[src/rtl/fuzzy_pd_gain_scheduler_top_assert.svh]
// assertion macros for the gain scheduler top level
`ifndef FUZZY_PD_GAIN_SCHEDULER_TOP_ASSERT_SVH
`define FUZZY_PD_GAIN_SCHEDULER_TOP_ASSERT_SVH

// check that is switched off while reset is high
`define FPGS_CHECK(label, prop) \
   label: assert property (@(posedge clock) disable iff (reset) prop) \
      else $error("fpgs check failed");

// check that also runs across reset
`define FPGS_CHECK_RESET(label, prop) \
   label: assert property (@(posedge clock) prop) \
      else $error("fpgs reset check failed");

`endif

[src/rtl/fpgs_pkg.sv]
// ----------------------------------------------------------------------------
// fpgs_pkg
// Types, breakpoint tables, rule table and reciprocal constants shared by the
// fuzzy gain scheduler front end, queue and back end.
// ----------------------------------------------------------------------------
package fpgs_pkg;

   localparam int unsigned ERR_W     = 12;
   localparam int unsigned RATE_W    = 8;
   localparam int unsigned GAIN_W    = 15;
   localparam int unsigned WGT_W     = 16;  // q0.15, 1.0 = 32768
   localparam int unsigned IDX_W     = 3;
   localparam int unsigned LVL_W     = 3;
   localparam int unsigned LEVEL_W   = 7;
   localparam int unsigned ED_W      = 8;   // error distance to upper breakpoint
   localparam int unsigned RD_W      = 5;   // rate distance to upper breakpoint
   localparam int unsigned RCP_W     = 32;
   localparam int unsigned RCP_SHIFT = 20;
   localparam int unsigned PROD_W    = WGT_W + LEVEL_W;
   localparam int unsigned DEN_W     = WGT_W + 2;
   localparam int unsigned NUM_W     = 24;
   localparam int unsigned Q78_SHIFT = 8;
   localparam int unsigned DIV_W     = NUM_W + Q78_SHIFT;

   localparam logic [WGT_W-1:0]  ONE_Q15  = 16'd32768;
   localparam logic [GAIN_W-1:0] GAIN_MIN = 15'd5120;
   localparam logic [GAIN_W-1:0] GAIN_MAX = 15'd23040;

   localparam logic signed [ERR_W-1:0] ERR_BP [0:6] = '{
      -12'sd500, -12'sd350, -12'sd200, 12'sd0, 12'sd200, 12'sd350, 12'sd500
   };
   localparam logic signed [RATE_W-1:0] RATE_BP [0:6] = '{
      -8'sd50, -8'sd25, -8'sd10, 8'sd0, 8'sd10, 8'sd25, 8'sd50
   };

   // rows follow the error breakpoint, columns the rate breakpoint
   localparam logic [LVL_W-1:0] RULE_TAB [0:6][0:6] = '{
      '{3'd5, 3'd5, 3'd4, 3'd4, 3'd4, 3'd2, 3'd2},
      '{3'd5, 3'd4, 3'd4, 3'd4, 3'd3, 3'd2, 3'd3},
      '{3'd4, 3'd4, 3'd4, 3'd3, 3'd2, 3'd3, 3'd3},
      '{3'd4, 3'd4, 3'd4, 3'd4, 3'd4, 3'd4, 3'd4},
      '{3'd3, 3'd3, 3'd2, 3'd3, 3'd4, 3'd4, 3'd4},
      '{3'd3, 3'd2, 3'd3, 3'd4, 3'd4, 3'd4, 3'd5},
      '{3'd2, 3'd2, 3'd4, 3'd4, 3'd4, 3'd5, 3'd5}
   };

   // floor(2^35 / span): d * rcp >> 20 is d * 32768 / span, low by at most one
   localparam logic [RCP_W-1:0] RCP_150 = 32'((64'd1 << 35) / 64'd150);
   localparam logic [RCP_W-1:0] RCP_200 = 32'((64'd1 << 35) / 64'd200);
   localparam logic [RCP_W-1:0] RCP_25  = 32'((64'd1 << 35) / 64'd25);
   localparam logic [RCP_W-1:0] RCP_15  = 32'((64'd1 << 35) / 64'd15);
   localparam logic [RCP_W-1:0] RCP_10  = 32'((64'd1 << 35) / 64'd10);

   typedef struct packed {
      logic [3:0][WGT_W-1:0] wgt;
      logic [3:0][LVL_W-1:0] lvl;
   } item_type;

   function automatic logic [ED_W-1:0] err_span(input logic [IDX_W-1:0] lo);
      case (lo)
         3'd0:    err_span = 8'd150;
         3'd1:    err_span = 8'd150;
         3'd2:    err_span = 8'd200;
         3'd3:    err_span = 8'd200;
         3'd4:    err_span = 8'd150;
         3'd5:    err_span = 8'd150;
         default: err_span = 8'd150;
      endcase
   endfunction

   function automatic logic [RCP_W-1:0] err_rcp(input logic [IDX_W-1:0] lo);
      case (lo)
         3'd2:    err_rcp = RCP_200;
         3'd3:    err_rcp = RCP_200;
         default: err_rcp = RCP_150;
      endcase
   endfunction

   function automatic logic [RD_W-1:0] rate_span(input logic [IDX_W-1:0] lo);
      case (lo)
         3'd0:    rate_span = 5'd25;
         3'd1:    rate_span = 5'd15;
         3'd2:    rate_span = 5'd10;
         3'd3:    rate_span = 5'd10;
         3'd4:    rate_span = 5'd15;
         3'd5:    rate_span = 5'd25;
         default: rate_span = 5'd25;
      endcase
   endfunction

   function automatic logic [RCP_W-1:0] rate_rcp(input logic [IDX_W-1:0] lo);
      case (lo)
         3'd0:    rate_rcp = RCP_25;
         3'd1:    rate_rcp = RCP_15;
         3'd2:    rate_rcp = RCP_10;
         3'd3:    rate_rcp = RCP_10;
         3'd4:    rate_rcp = RCP_15;
         3'd5:    rate_rcp = RCP_25;
         default: rate_rcp = RCP_25;
      endcase
   endfunction

   function automatic logic [LEVEL_W-1:0] out_level(input logic [LVL_W-1:0] lvl);
      case (lvl)
         3'd0:    out_level = 7'd20;
         3'd1:    out_level = 7'd40;
         3'd2:    out_level = 7'd50;
         3'd3:    out_level = 7'd60;
         3'd4:    out_level = 7'd70;
         3'd5:    out_level = 7'd80;
         3'd6:    out_level = 7'd90;
         default: out_level = 7'd0;
      endcase
   endfunction

endpackage

[src/rtl/fpgs_front.sv]
// ----------------------------------------------------------------------------
// fpgs_front
// Accepts requests, finds breakpoint segments and q0.15 memberships, reads the
// four rule cells and drops repeated output levels.
// ----------------------------------------------------------------------------
module fpgs_front (
   input  logic                                  clock,
   input  logic                                  reset,
   input  logic                                  req_valid,
   output logic                                  req_ready,
   input  logic signed [fpgs_pkg::ERR_W-1:0]     req_error,
   input  logic signed [fpgs_pkg::RATE_W-1:0]    req_error_rate,
   output logic                                  item_valid,
   input  logic                                  item_ready,
   output fpgs_pkg::item_type                    item_data
);
   import fpgs_pkg::*;

   logic [3:0] vld_ff;
   logic       adv;

   // stage 1: segment and distance to upper breakpoint
   logic [IDX_W-1:0] e_lo_in, e_lo1_ff, e_lo2_ff, e_lo3_ff;
   logic [ED_W-1:0]  e_d_in, e_d1_ff, e_d2_ff;
   logic [IDX_W-1:0] r_lo_in, r_lo1_ff, r_lo2_ff, r_lo3_ff;
   logic [RD_W-1:0]  r_d_in, r_d1_ff, r_d2_ff;

   // stage 2: reciprocal estimate
   logic [39:0]      e_prod_in;
   logic [36:0]      r_prod_in;
   logic [WGT_W-1:0] e_est_in, e_est2_ff;
   logic [WGT_W-1:0] r_est_in, r_est2_ff;

   // stage 3: corrected lower-breakpoint weight
   logic [23:0]      e_rem_in;
   logic [20:0]      r_rem_in;
   logic [WGT_W-1:0] e_w0_in, e_w0_3_ff;
   logic [WGT_W-1:0] r_w0_in, r_w0_3_ff;

   // stage 4: rule cells
   logic [WGT_W-1:0] pw1, dw1;
   item_type         cell_in, cell_ff;
   item_type         ded_item;

   function automatic logic [WGT_W-1:0] wmin(input logic [WGT_W-1:0] a,
                                             input logic [WGT_W-1:0] b);
      wmin = (a <= b) ? a : b;
   endfunction

   assign adv        = !vld_ff[3] || item_ready;
   assign req_ready  = adv;
   assign item_valid = vld_ff[3];

   always_ff @(posedge clock) begin
      if (reset) begin
         vld_ff <= '0;
      end else if (adv) begin
         vld_ff <= {vld_ff[2:0], req_valid};
      end
   end

   always_comb begin
      e_lo_in = 3'd5;
      e_d_in  = ED_W'(ERR_BP[6] - req_error);
      for (int k = 5; k >= 1; k--) begin
         if (req_error <= ERR_BP[k]) begin
            e_lo_in = IDX_W'(k - 1);
            e_d_in  = ED_W'(ERR_BP[k] - req_error);
         end
      end
      if (req_error <= ERR_BP[0]) begin
         e_lo_in = '0;
         e_d_in  = err_span('0);
      end else if (req_error >= ERR_BP[6]) begin
         e_lo_in = 3'd5;
         e_d_in  = '0;
      end
   end

   always_comb begin
      r_lo_in = 3'd5;
      r_d_in  = RD_W'(RATE_BP[6] - req_error_rate);
      for (int k = 5; k >= 1; k--) begin
         if (req_error_rate <= RATE_BP[k]) begin
            r_lo_in = IDX_W'(k - 1);
            r_d_in  = RD_W'(RATE_BP[k] - req_error_rate);
         end
      end
      if (req_error_rate <= RATE_BP[0]) begin
         r_lo_in = '0;
         r_d_in  = rate_span('0);
      end else if (req_error_rate >= RATE_BP[6]) begin
         r_lo_in = 3'd5;
         r_d_in  = '0;
      end
   end

   assign e_prod_in = 40'(e_d1_ff) * 40'(err_rcp(e_lo1_ff));
   assign r_prod_in = 37'(r_d1_ff) * 37'(rate_rcp(r_lo1_ff));
   assign e_est_in  = e_prod_in[RCP_SHIFT+WGT_W-1:RCP_SHIFT];
   assign r_est_in  = r_prod_in[RCP_SHIFT+WGT_W-1:RCP_SHIFT];

   // estimate is exact or one low
   assign e_rem_in = 24'({e_d2_ff, 15'd0}) - 24'(24'(e_est2_ff) * 24'(err_span(e_lo2_ff)));
   assign r_rem_in = 21'({r_d2_ff, 15'd0}) - 21'(21'(r_est2_ff) * 21'(rate_span(r_lo2_ff)));
   assign e_w0_in  = (e_rem_in >= 24'(err_span(e_lo2_ff))) ? WGT_W'(e_est2_ff + 16'd1)
                                                          : e_est2_ff;
   assign r_w0_in  = (r_rem_in >= 21'(rate_span(r_lo2_ff))) ? WGT_W'(r_est2_ff + 16'd1)
                                                           : r_est2_ff;

   assign pw1 = ONE_Q15 - e_w0_3_ff;
   assign dw1 = ONE_Q15 - r_w0_3_ff;

   always_comb begin
      cell_in.lvl[0] = RULE_TAB[e_lo3_ff][r_lo3_ff];
      cell_in.lvl[1] = RULE_TAB[IDX_W'(e_lo3_ff + 3'd1)][r_lo3_ff];
      cell_in.lvl[2] = RULE_TAB[e_lo3_ff][IDX_W'(r_lo3_ff + 3'd1)];
      cell_in.lvl[3] = RULE_TAB[IDX_W'(e_lo3_ff + 3'd1)][IDX_W'(r_lo3_ff + 3'd1)];
      cell_in.wgt[0] = wmin(e_w0_3_ff, r_w0_3_ff);
      cell_in.wgt[1] = wmin(pw1, r_w0_3_ff);
      cell_in.wgt[2] = wmin(e_w0_3_ff, dw1);
      cell_in.wgt[3] = wmin(pw1, dw1);
   end

   always_ff @(posedge clock) begin
      if (adv) begin
         e_lo1_ff  <= e_lo_in;
         e_d1_ff   <= e_d_in;
         r_lo1_ff  <= r_lo_in;
         r_d1_ff   <= r_d_in;
         e_lo2_ff  <= e_lo1_ff;
         e_d2_ff   <= e_d1_ff;
         e_est2_ff <= e_est_in;
         r_lo2_ff  <= r_lo1_ff;
         r_d2_ff   <= r_d1_ff;
         r_est2_ff <= r_est_in;
         e_lo3_ff  <= e_lo2_ff;
         e_w0_3_ff <= e_w0_in;
         r_lo3_ff  <= r_lo2_ff;
         r_w0_3_ff <= r_w0_in;
         cell_ff   <= cell_in;
      end
   end

   // pairs in fixed order; on equal levels the smaller weight goes, a tie drops the earlier
   always_comb begin
      ded_item = cell_ff;
      for (int a = 0; a < 3; a++) begin
         for (int b = a + 1; b < 4; b++) begin
            if (ded_item.lvl[a] == ded_item.lvl[b]) begin
               if (ded_item.wgt[a] > ded_item.wgt[b]) begin
                  ded_item.wgt[b] = '0;
               end else begin
                  ded_item.wgt[a] = '0;
               end
            end
         end
      end
   end

   assign item_data = ded_item;

endmodule

[src/rtl/fpgs_queue.sv]
// ----------------------------------------------------------------------------
// fpgs_queue
// Small first-in first-out queue of classified items between the front end
// and the back end.
// ----------------------------------------------------------------------------
module fpgs_queue #(
   parameter int unsigned DEPTH = 4
) (
   input  logic               clock,
   input  logic               reset,
   input  logic               push_valid,
   output logic               push_ready,
   input  fpgs_pkg::item_type push_data,
   output logic               pop_valid,
   input  logic               pop_ready,
   output fpgs_pkg::item_type pop_data
);
   import fpgs_pkg::*;

   localparam int unsigned PTR_W = $clog2(DEPTH);
   localparam int unsigned CNT_W = $clog2(DEPTH + 1);

   item_type         slot_ff [DEPTH];
   logic [PTR_W-1:0] wr_ptr_ff, wr_ptr_in;
   logic [PTR_W-1:0] rd_ptr_ff, rd_ptr_in;
   logic [CNT_W-1:0] count_ff, count_in;
   logic             push, pop;

   assign push_ready = (count_ff != CNT_W'(DEPTH));
   assign pop_valid  = (count_ff != '0);
   assign pop_data   = slot_ff[rd_ptr_ff];
   assign push       = push_valid && push_ready;
   assign pop        = pop_valid && pop_ready;

   assign wr_ptr_in = (wr_ptr_ff == PTR_W'(DEPTH - 1)) ? '0 : PTR_W'(wr_ptr_ff + 1'b1);
   assign rd_ptr_in = (rd_ptr_ff == PTR_W'(DEPTH - 1)) ? '0 : PTR_W'(rd_ptr_ff + 1'b1);

   always_comb begin
      case ({push, pop})
         2'b10:   count_in = CNT_W'(count_ff + 1'b1);
         2'b01:   count_in = CNT_W'(count_ff - 1'b1);
         default: count_in = count_ff;
      endcase
   end

   always_ff @(posedge clock) begin
      if (reset) begin
         wr_ptr_ff <= '0;
         rd_ptr_ff <= '0;
         count_ff  <= '0;
      end else begin
         if (push) begin
            wr_ptr_ff <= wr_ptr_in;
         end
         if (pop) begin
            rd_ptr_ff <= rd_ptr_in;
         end
         count_ff <= count_in;
      end
   end

   always_ff @(posedge clock) begin
      if (push) begin
         slot_ff[wr_ptr_ff] <= push_data;
      end
   end

endmodule

[src/rtl/fpgs_back.sv]
// ----------------------------------------------------------------------------
// fpgs_back
// Forms the weighted level sum and the weight sum, then divides them in a
// restoring divider pipeline with one quotient bit per stage.
// ----------------------------------------------------------------------------
module fpgs_back (
   input  logic                          clock,
   input  logic                          reset,
   input  logic                          item_valid,
   output logic                          item_ready,
   input  fpgs_pkg::item_type            item_data,
   output logic                          rsp_valid,
   input  logic                          rsp_ready,
   output logic [fpgs_pkg::GAIN_W-1:0]   rsp_gain
);
   import fpgs_pkg::*;

   // setup stage plus one stage per quotient bit
   localparam int unsigned NSTG = GAIN_W + 1;

   logic                   adv;
   logic                   b1_vld_ff;
   logic [3:0][PROD_W-1:0] prod_in, prod_ff;
   logic [DEN_W-1:0]       den_in, b1_den_ff;
   logic [NUM_W-1:0]       num_in;
   logic [DIV_W-1:0]       dividend_in;

   logic [NSTG-1:0]        div_vld_ff;
   logic [DEN_W-1:0]       rem_in  [NSTG];
   logic [DEN_W-1:0]       rem_ff  [NSTG];
   logic [DEN_W-1:0]       den_ff  [NSTG];
   logic [GAIN_W-1:0]      low_in  [NSTG];
   logic [GAIN_W-1:0]      low_ff  [NSTG];
   logic [GAIN_W-1:0]      quo_in  [NSTG];
   logic [GAIN_W-1:0]      quo_ff  [NSTG];

   assign adv        = !div_vld_ff[NSTG-1] || rsp_ready;
   assign item_ready = adv;
   assign rsp_valid  = div_vld_ff[NSTG-1];
   assign rsp_gain   = quo_ff[NSTG-1];

   always_comb begin
      for (int i = 0; i < 4; i++) begin
         prod_in[i] = PROD_W'(item_data.wgt[i]) * PROD_W'(out_level(item_data.lvl[i]));
      end
      den_in = DEN_W'(item_data.wgt[0]) + DEN_W'(item_data.wgt[1])
             + DEN_W'(item_data.wgt[2]) + DEN_W'(item_data.wgt[3]);
   end

   assign num_in = NUM_W'(prod_ff[0]) + NUM_W'(prod_ff[1])
                 + NUM_W'(prod_ff[2]) + NUM_W'(prod_ff[3]);
   assign dividend_in = {num_in, {Q78_SHIFT{1'b0}}};

   // quotient stays below 2^15, so the top bits start below the divisor
   always_comb begin
      logic [DEN_W:0] trial;
      rem_in[0] = DEN_W'(dividend_in[DIV_W-1:GAIN_W]);
      low_in[0] = dividend_in[GAIN_W-1:0];
      quo_in[0] = '0;
      for (int s = 1; s < NSTG; s++) begin
         trial = {rem_ff[s-1], low_ff[s-1][GAIN_W-1]};
         if (trial >= {1'b0, den_ff[s-1]}) begin
            rem_in[s] = DEN_W'(trial - {1'b0, den_ff[s-1]});
            quo_in[s] = {quo_ff[s-1][GAIN_W-2:0], 1'b1};
         end else begin
            rem_in[s] = DEN_W'(trial);
            quo_in[s] = {quo_ff[s-1][GAIN_W-2:0], 1'b0};
         end
         low_in[s] = {low_ff[s-1][GAIN_W-2:0], 1'b0};
      end
   end

   always_ff @(posedge clock) begin
      if (reset) begin
         b1_vld_ff  <= 1'b0;
         div_vld_ff <= '0;
      end else if (adv) begin
         b1_vld_ff  <= item_valid;
         div_vld_ff <= {div_vld_ff[NSTG-2:0], b1_vld_ff};
      end
   end

   always_ff @(posedge clock) begin
      if (adv) begin
         prod_ff   <= prod_in;
         b1_den_ff <= den_in;
         den_ff[0] <= b1_den_ff;
         for (int s = 1; s < NSTG; s++) begin
            den_ff[s] <= den_ff[s-1];
         end
         for (int s = 0; s < NSTG; s++) begin
            rem_ff[s] <= rem_in[s];
            low_ff[s] <= low_in[s];
            quo_ff[s] <= quo_in[s];
         end
      end
   end

endmodule

[src/rtl/fuzzy_pd_gain_scheduler_top.sv]
// ----------------------------------------------------------------------------
// fuzzy_pd_gain_scheduler_top: fuzzy proportional gain scheduler, 7x7 rules
// path from request accept to rsp_valid: front stages, queue, sum, 16 divider stages
// throughput one request per cycle while rsp_ready stays high; the 15 one-bit divider stages are fully pipelined
// reset: synchronous, clears valid bits and queue pointers, block ready right after
// ----------------------------------------------------------------------------
`include "fuzzy_pd_gain_scheduler_top_assert.svh"

module fuzzy_pd_gain_scheduler_top #(
   parameter int unsigned QUEUE_DEPTH = 4
) (
   input  logic                                  clock,
   input  logic                                  reset,
   input  logic                                  req_valid,
   output logic                                  req_ready,
   input  logic signed [fpgs_pkg::ERR_W-1:0]     req_error,
   input  logic signed [fpgs_pkg::RATE_W-1:0]    req_error_rate,
   output logic                                  rsp_valid,
   input  logic                                  rsp_ready,
   output logic [fpgs_pkg::GAIN_W-1:0]           rsp_gain
);
   import fpgs_pkg::*;

   logic     q_push_valid, q_push_ready;
   item_type q_push_data;
   logic     q_pop_valid, q_pop_ready;
   item_type q_pop_data;

   fpgs_front u_front (
      .clock          (clock),
      .reset          (reset),
      .req_valid      (req_valid),
      .req_ready      (req_ready),
      .req_error      (req_error),
      .req_error_rate (req_error_rate),
      .item_valid     (q_push_valid),
      .item_ready     (q_push_ready),
      .item_data      (q_push_data)
   );

   fpgs_queue #(
      .DEPTH (QUEUE_DEPTH)
   ) u_queue (
      .clock      (clock),
      .reset      (reset),
      .push_valid (q_push_valid),
      .push_ready (q_push_ready),
      .push_data  (q_push_data),
      .pop_valid  (q_pop_valid),
      .pop_ready  (q_pop_ready),
      .pop_data   (q_pop_data)
   );

   fpgs_back u_back (
      .clock      (clock),
      .reset      (reset),
      .item_valid (q_pop_valid),
      .item_ready (q_pop_ready),
      .item_data  (q_pop_data),
      .rsp_valid  (rsp_valid),
      .rsp_ready  (rsp_ready),
      .rsp_gain   (rsp_gain)
   );

   `FPGS_CHECK(gain_in_range_a, rsp_valid |-> (rsp_gain >= GAIN_MIN) && (rsp_gain <= GAIN_MAX))
   `FPGS_CHECK(weight_sum_nonzero_a, q_push_valid |-> (q_push_data.wgt != '0))
   `FPGS_CHECK(queue_head_holds_a, q_pop_valid && !q_pop_ready |=> q_pop_valid && $stable(q_pop_data))
   `FPGS_CHECK_RESET(reset_clears_a, reset |=> !rsp_valid && !q_pop_valid)

endmodule
[config.mk]
export PLATFORM = sky130hd
export DESIGN_NAME = fuzzy_pd_gain_scheduler_top
export DESIGN_NICKNAME = d
export VERILOG_FILES = /design/src/rtl/fpgs_pkg.sv /design/src/rtl/fpgs_front.sv /design/src/rtl/fpgs_queue.sv /design/src/rtl/fpgs_back.sv /design/src/rtl/fuzzy_pd_gain_scheduler_top.sv
export VERILOG_INCLUDE_DIRS = /design/src /design/src/rtl
export SDC_FILE = /design/constraint.sdc
export NUM_CORES = 2
export LEC_CHECK = 0
export ABC_AREA = 1
export BUFFER_PORTS_ARGS = -buffer_cell sky130_fd_sc_hd__buf_2
export CAP_MARGIN = 15
export CELL_PAD_IN_SITES_DETAIL_PLACEMENT = 2
export CELL_PAD_IN_SITES_GLOBAL_PLACEMENT = 2
export CORE_UTILIZATION = 25
export CTS_BUF_LIST = sky130_fd_sc_hd__clkbuf_8
export DETAILED_ROUTE_END_ITERATION = 8
export GPL_TIMING_DRIVEN = 0
export PLACE_DENSITY_LB_ADDON = 0.1
export REMOVE_ABC_BUFFERS = 1
export SYNTH_ARGS = -nofsm -noshare
export SYNTH_HDL_FRONTEND = slang
export SYNTH_SLANG_ARGS = --single-unit
[constraint.sdc]
create_clock -name clock -period 36.7 [get_ports clock]
set_input_delay 7.34 -clock clock [delete_from_list [all_inputs] [get_ports clock]]
set_output_delay 7.34 -clock clock [all_outputs]
set_load 0.01 [all_outputs]
; Word-level counts from Yosys, hierarchy flattened
; Memory sizes are Yosys's and may differ from the RTL's. A register that Yosys moved wholly into a read port is not among the register bits.
; Cells that the tools add are included.
[totals]
romBits = 336
in_bits = 24
n_memories = 7
regBits = 322
out_inout_bits = 17
ramBits = 1344
wordCells = 329
[memory_table]
columns = name, depth, word_bits, rd, rd_clocked_by_memory_dff, write_ports, line
row1 = u_queue.slot_ff, 4, 76, 1, 1, 1, fpgs_queue.sv:23  ; item_type slot_ff [DEPTH];
row2 = u_back.den_ff, 16, 18, 15, 0, 16, fpgs_back.sv:31  ; logic [DEN_W-1:0] den_ff [NSTG];
row3 = u_back.rem_ff, 16, 18, 15, 0, 16, fpgs_back.sv:30  ; logic [DEN_W-1:0] rem_ff [NSTG];
row4 = u_back.quo_ff, 16, 15, 16, 0, 16, fpgs_back.sv:35  ; logic [GAIN_W-1:0] quo_ff [NSTG];
row5 = u_back.low_ff, 16, 14, 15, 0, 16, fpgs_back.sv:33  ; logic [GAIN_W-1:0] low_ff [NSTG];
row6 = (name not given), 8, 21, 1, 0, 0, fpgs_front.sv:115  ; cell_in.lvl[0] = RULE_TAB[e_lo3_ff][r_lo3_ff];
row7 = 1 more memories, -, -, -, -, -, -
[op_classes]
add_sub_neg = 45
n_mul = 8
bitwise_logic = 4
n_reduce_logical = 22
magnitude_cmp = 45
eq_ne = 47
n_mux = 114
[ops]
columns = cell, count
row1 = $mux W16, 24
row2 = $ge A19 B18 Y1, 15
row3 = $mux W18, 15
row4 = $sub A18 B18 Y18, 15
row5 = $pmux W7 S7, 4
row6 = $gt A16 B16 Y1, 6
row7 = $mux W32, 3
row8 = $mul A16 B7 Y23, 4
row9 = $mux W21, 4
row10 = $le A16 B16 Y1, 4
row11 = $pmux W32 S2, 1
row12 = $mux W3, 18
row13 = $add A24 B23 Y24, 2
row14 = $eq A3 B2 Y1 const B, 16
row15 = $mux W8, 6
row16 = $eq A3 B3 Y1 const B, 14
row17 = $add A18 B16 Y18, 2
row18 = $bmux W3 S3, 4
row19 = $le A12 B10 Y1 const B, 3
row20 = $mul A5 B32 Y36, 1
row21 = $mul A8 B28 Y36, 1
row22 = $add A16 B1 Y16 const B, 2
row23 = $sub A16 B16 Y16 const A, 2
row24 = $mux W5, 6
row25 = other kinds (47), 113

; Longest topological paths before layout
[logic_depth]
depth_word = 15
ltp_mapped = 57
ltp_nobuf = 51

; Hierarchy
; Synthesis repeated with hierarchy kept, for this count alone.
[unflattened]
hier_cells = 11796
hier_area_um2 = 102299.4
[modules_own_cells]
columns = module, seq_area_each_um2, n_inst, cells_per_inst, area_each_um2
row1 = fpgs_back, 23943.0, 1, 7009, 60962.2
row2 = fpgs_front, 5605.4, 1, 3982, 29444.5
row3 = fpgs_queue, 9308.9, 1, 805, 11892.7

; Worst setup path before layout
; OpenSTA, ideal clock, no wires.
[synth_path]
kind = input port to flip-flop
from = input rsp_ready
to = register u_back.b1_den_ff[0] (enable)
arrival_time_ps = 28905
n_path_buf = 1
setup_ps = 1455
path_stages = 3
slack_ps = 6340
required_time_ps = 35245
cell_sequence = nor2_1 -> inv_1 -> clkbuf_1
[synth_via]
elab_chain_len = 1
[synth_rtl]
columns = item, line
row1 = "start, declared", fuzzy_pd_gain_scheduler_top.sv:19  ; input logic rsp_ready,
row2 = $logic_or A1 B1 Y1, fpgs_back.sv:37  ; assign adv = !div_vld_ff[NSTG-1] || rsp_ready;
row3 = "end signal, assigned", fpgs_back.sv:86  ; b1_den_ff <= den_in;
row4 = "end, declared", fpgs_back.sv:24  ; logic [DEN_W-1:0] den_in, b1_den_ff;
; Every way passes these cells.
; A chain may end at the register's enable or synchronous reset.

==> metrics.yaml <==
finish:
  drive_above_1_share_pct: 5.81
  area_growth_pct: 12.2
  nets: 12100
timing:
  tightest_slew_ps: 1490
  maxSlewHeadroom_pct: 0.731
  totalNegativeSetupSlack_ps: 0
  fmax_mhz: 88.5
  final.setup_skew_ps: 56.6
  drv_slew: 0
  final_hold_viol_count: 0
  setup_viol: 0
  period_needed_ps: 11290
  rsz0062_at_grt: "no"
  min_period_over_period_pct: 30.8
clocking:
  cts_hold_buf: 0
  clock-sinks: 1304
  clk_pin_slew_ps: 60
  cts_buffers: 273
  clock_latency_ps: 1010
  clk_path_buf_depth: 4
  cts_resized: 0
  postCtsSetupBuffers: 0
  cts_tree: "done"
  cts_root_buffer: "clkbuf_8"
  htree_levels: 5
die:
  die_h_um: 626
  die-area_mm2: 0.392
  initial_core_util_pct: 25.2
  fp-row-count: 228
  ioPinCount: 41
  coreArea_mm2: 0.387
  die_w_um: 626
route:
  drc: 0
  drt_iter0_drc: 2770
  wl_per_cell_um: 20.5
  ant_nets: 0
  drt_wl_total_mm: 329
  viasPerCell: 4.58
  dr.pass1.iters: 5
  dr_total_vias: 73300
synthesis:
  synth_edf_count: 1274
  async_reset_ff_share_pct: 0
  synth_flop_cell: "edfxtp_1"
  yosysWarnings: 0
  ys_types: 75
  syn_avg_cell_area_um2: 9.31
  postSynthCellCount: 10500
  synth_area_mm2: 0.0973
  synth_seq_cells: 1304
  ys_seq_area_share_pct: 39.9
place:
  port_buffers: 40
  gp_congestion: 0.809
  dp_hpwl_mm: 265
global_route:
  grt_use_total_pct: 16.7
  grt_max_degree: 130
  grt-ovfl-total: 0
  grt_pass1_wl_mm: 506
  grt_pass1_vias: 82900
  grt_antenna_before_repair: 4
critical_path:
  r2r_slack_ps: 25410
  crit_family: "simple AND/OR/NAND/NOR gates"
  worst-setup-path-type: "reg -> reg"
  start_kind: "register"
  crit_top_cell: "nand2_1"
  cp_max_fo: 30
  r2r_cells: 46
  max_stage_delay_ps: 810
  end_kind: "register"
  r2r_end: "u_queue.slot_ff[2][57]"
  worst_path_max_delay_cell: "nor2_1"
  crit_buf_inv: 4
  r2r-start: "u_front.cell_ff[15]"
  crit_required_ps: 37340
  critPathArrivalTime_ps: 11930
hold_path:
  holdPathEnd: "u_back.quo_ff[1][86]"
  hold_path_depth: 0
  hold_path_startpoint: "u_back.quo_ff[1][70]"
  hp-class: "reg -> reg"
job:
  drv_cap: 0
outcome:
  status: "completed"
-- metal layers --
metal	track usage, %	share of wire (%)	vias to the layer above
met5	0	0.0076	-
met4	3.44	1.8	4
met3	1.71	2.1	344
met2	29.7	49	602
met1	21.8	47	37100
li1	-	-	35300
-- cell usage after synthesis (49+ instances only) --
library cell | n | area share (%)
o21ai_0 | 570 | 2.9
inv_1 | 1598 | 6.2
ha_1 | 946 | 12
clkbuf_1 | 77 | 0.30
nand3_1 | 398 | 2.0
xor2_1 | 265 | 2.4
nand4_1 | 129 | 0.83
buf_2 | 81 | 0.42
edfxtp_1 | 1274 | 39
nand2_1 | 2167 | 8.4
fa_1 | 526 | 11
nor3_1 | 94 | 0.48
or2_2 | 76 | 0.49
o21bai_1 | 51 | 0.39
a31oi_1 | 49 | 0.32
xnor2_1 | 158 | 1.4
a21oi_1 | 624 | 3.2
nor2_1 | 835 | 3.2
-- state kept, by name (all words and copies together) (netlist names), 18 cells and up, named ones only --
register / flops
u_back.quo_ff: 120
u_back.rem_ff: 269
u_front.cell_ff: 64
u_back.low_ff: 21
u_queue.slot_ff: 304
u_back.prod_ff: 88
u_back.b1_den_ff: 18
u_back.den_ff: 270
-- cells in the final DEF (no fill, tap or decap), drive strengths merged, types with 25 or more instances in the layout --
master and count:
a21boi 26, a21o 39, a21oi 627, a221oi 25, a31oi 49, a32oi 39, buf 83, clkbuf 278
clkinv 83, dfxtp 30, edfxtp 1274, fa 526, ha 946, inv 1701, nand2 2176, nand3 405
nand4 131, nor2 846, nor3 97, nor4 36, o21a 26, o21ai 600, o21bai 51, o22ai 40
or2 86, xnor2 158, xor2 265
-- kinds of logic (layout without fill, tap and decap cells) --
| kind of cell | after synthesis | after routing | synth area share [%] |
|---|---|---|---|
| AO/OA/AOI/OAI | 1613 | 1613 | 9.56 |
| XOR/XNOR | 423 | 423 | 3.81 |
| adder cells (fa/ha/maj) | 1472 | 1472 | 23.0 |
| buffers and inverters | 1821 | 2185 | 7.35 |
| flip-flops | 1304 | 1304 | 39.9 |
| other | 2 | 5 | 0.00772 |
| AND/OR/NAND/NOR | 3815 | 3815 | 16.3 |
-- stage by stage --
stage	hold WS, ps	instances	cell area, um^2	utilization (%)	setup WS (ps)
2_1_floorplan	400	10200	96200	-	12720
3_3_place_gp	401	15500	103000	26.6	4670
3_5_place_dp	406	15500	104000	26.8	24950
4_1_cts	414	16000	109000	28.2	24900
5_1_grt	420	16000	109000	28.2	24390
6_report	413	16000	109000	28.2	25410
-- how the worst max path moves through the flow --
stage / start / endpoint / slack [ps] / depth (start not counted)
after floorplan: rsp_ready / u_back.b1_den_ff[0] / 12720 / 2
final: u_front.cell_ff[15] / u_queue.slot_ff[2][57] / 25410 / 46
after global routing: u_front.cell_ff[31] / u_queue.slot_ff[1][61] / 24390 / 48
after CTS: u_front.cell_ff[15] / u_queue.slot_ff[2][61] / 24900 / 42
after detailed placement: u_front.cell_ff[15] / u_queue.slot_ff[2][60] / 24950 / 42
after global placement: rsp_ready / u_back.den_ff[1][112] / 4670 / 3
-- layout make-up --
cell class	instances	area, um^2
fill	43300	277000
antenna	2	5.00
multi-input combinational	7326	51300
clock buffer	278	3830
sequential	1304	38900
tap	5175	6470
inverter	1616	6080
timing repair buffer	83	1060
clock inverter	208	1490
Power is left out: the tool's default activity adds up to more than one toggle a clock period on the data nets, which glitch-free logic cannot reach.
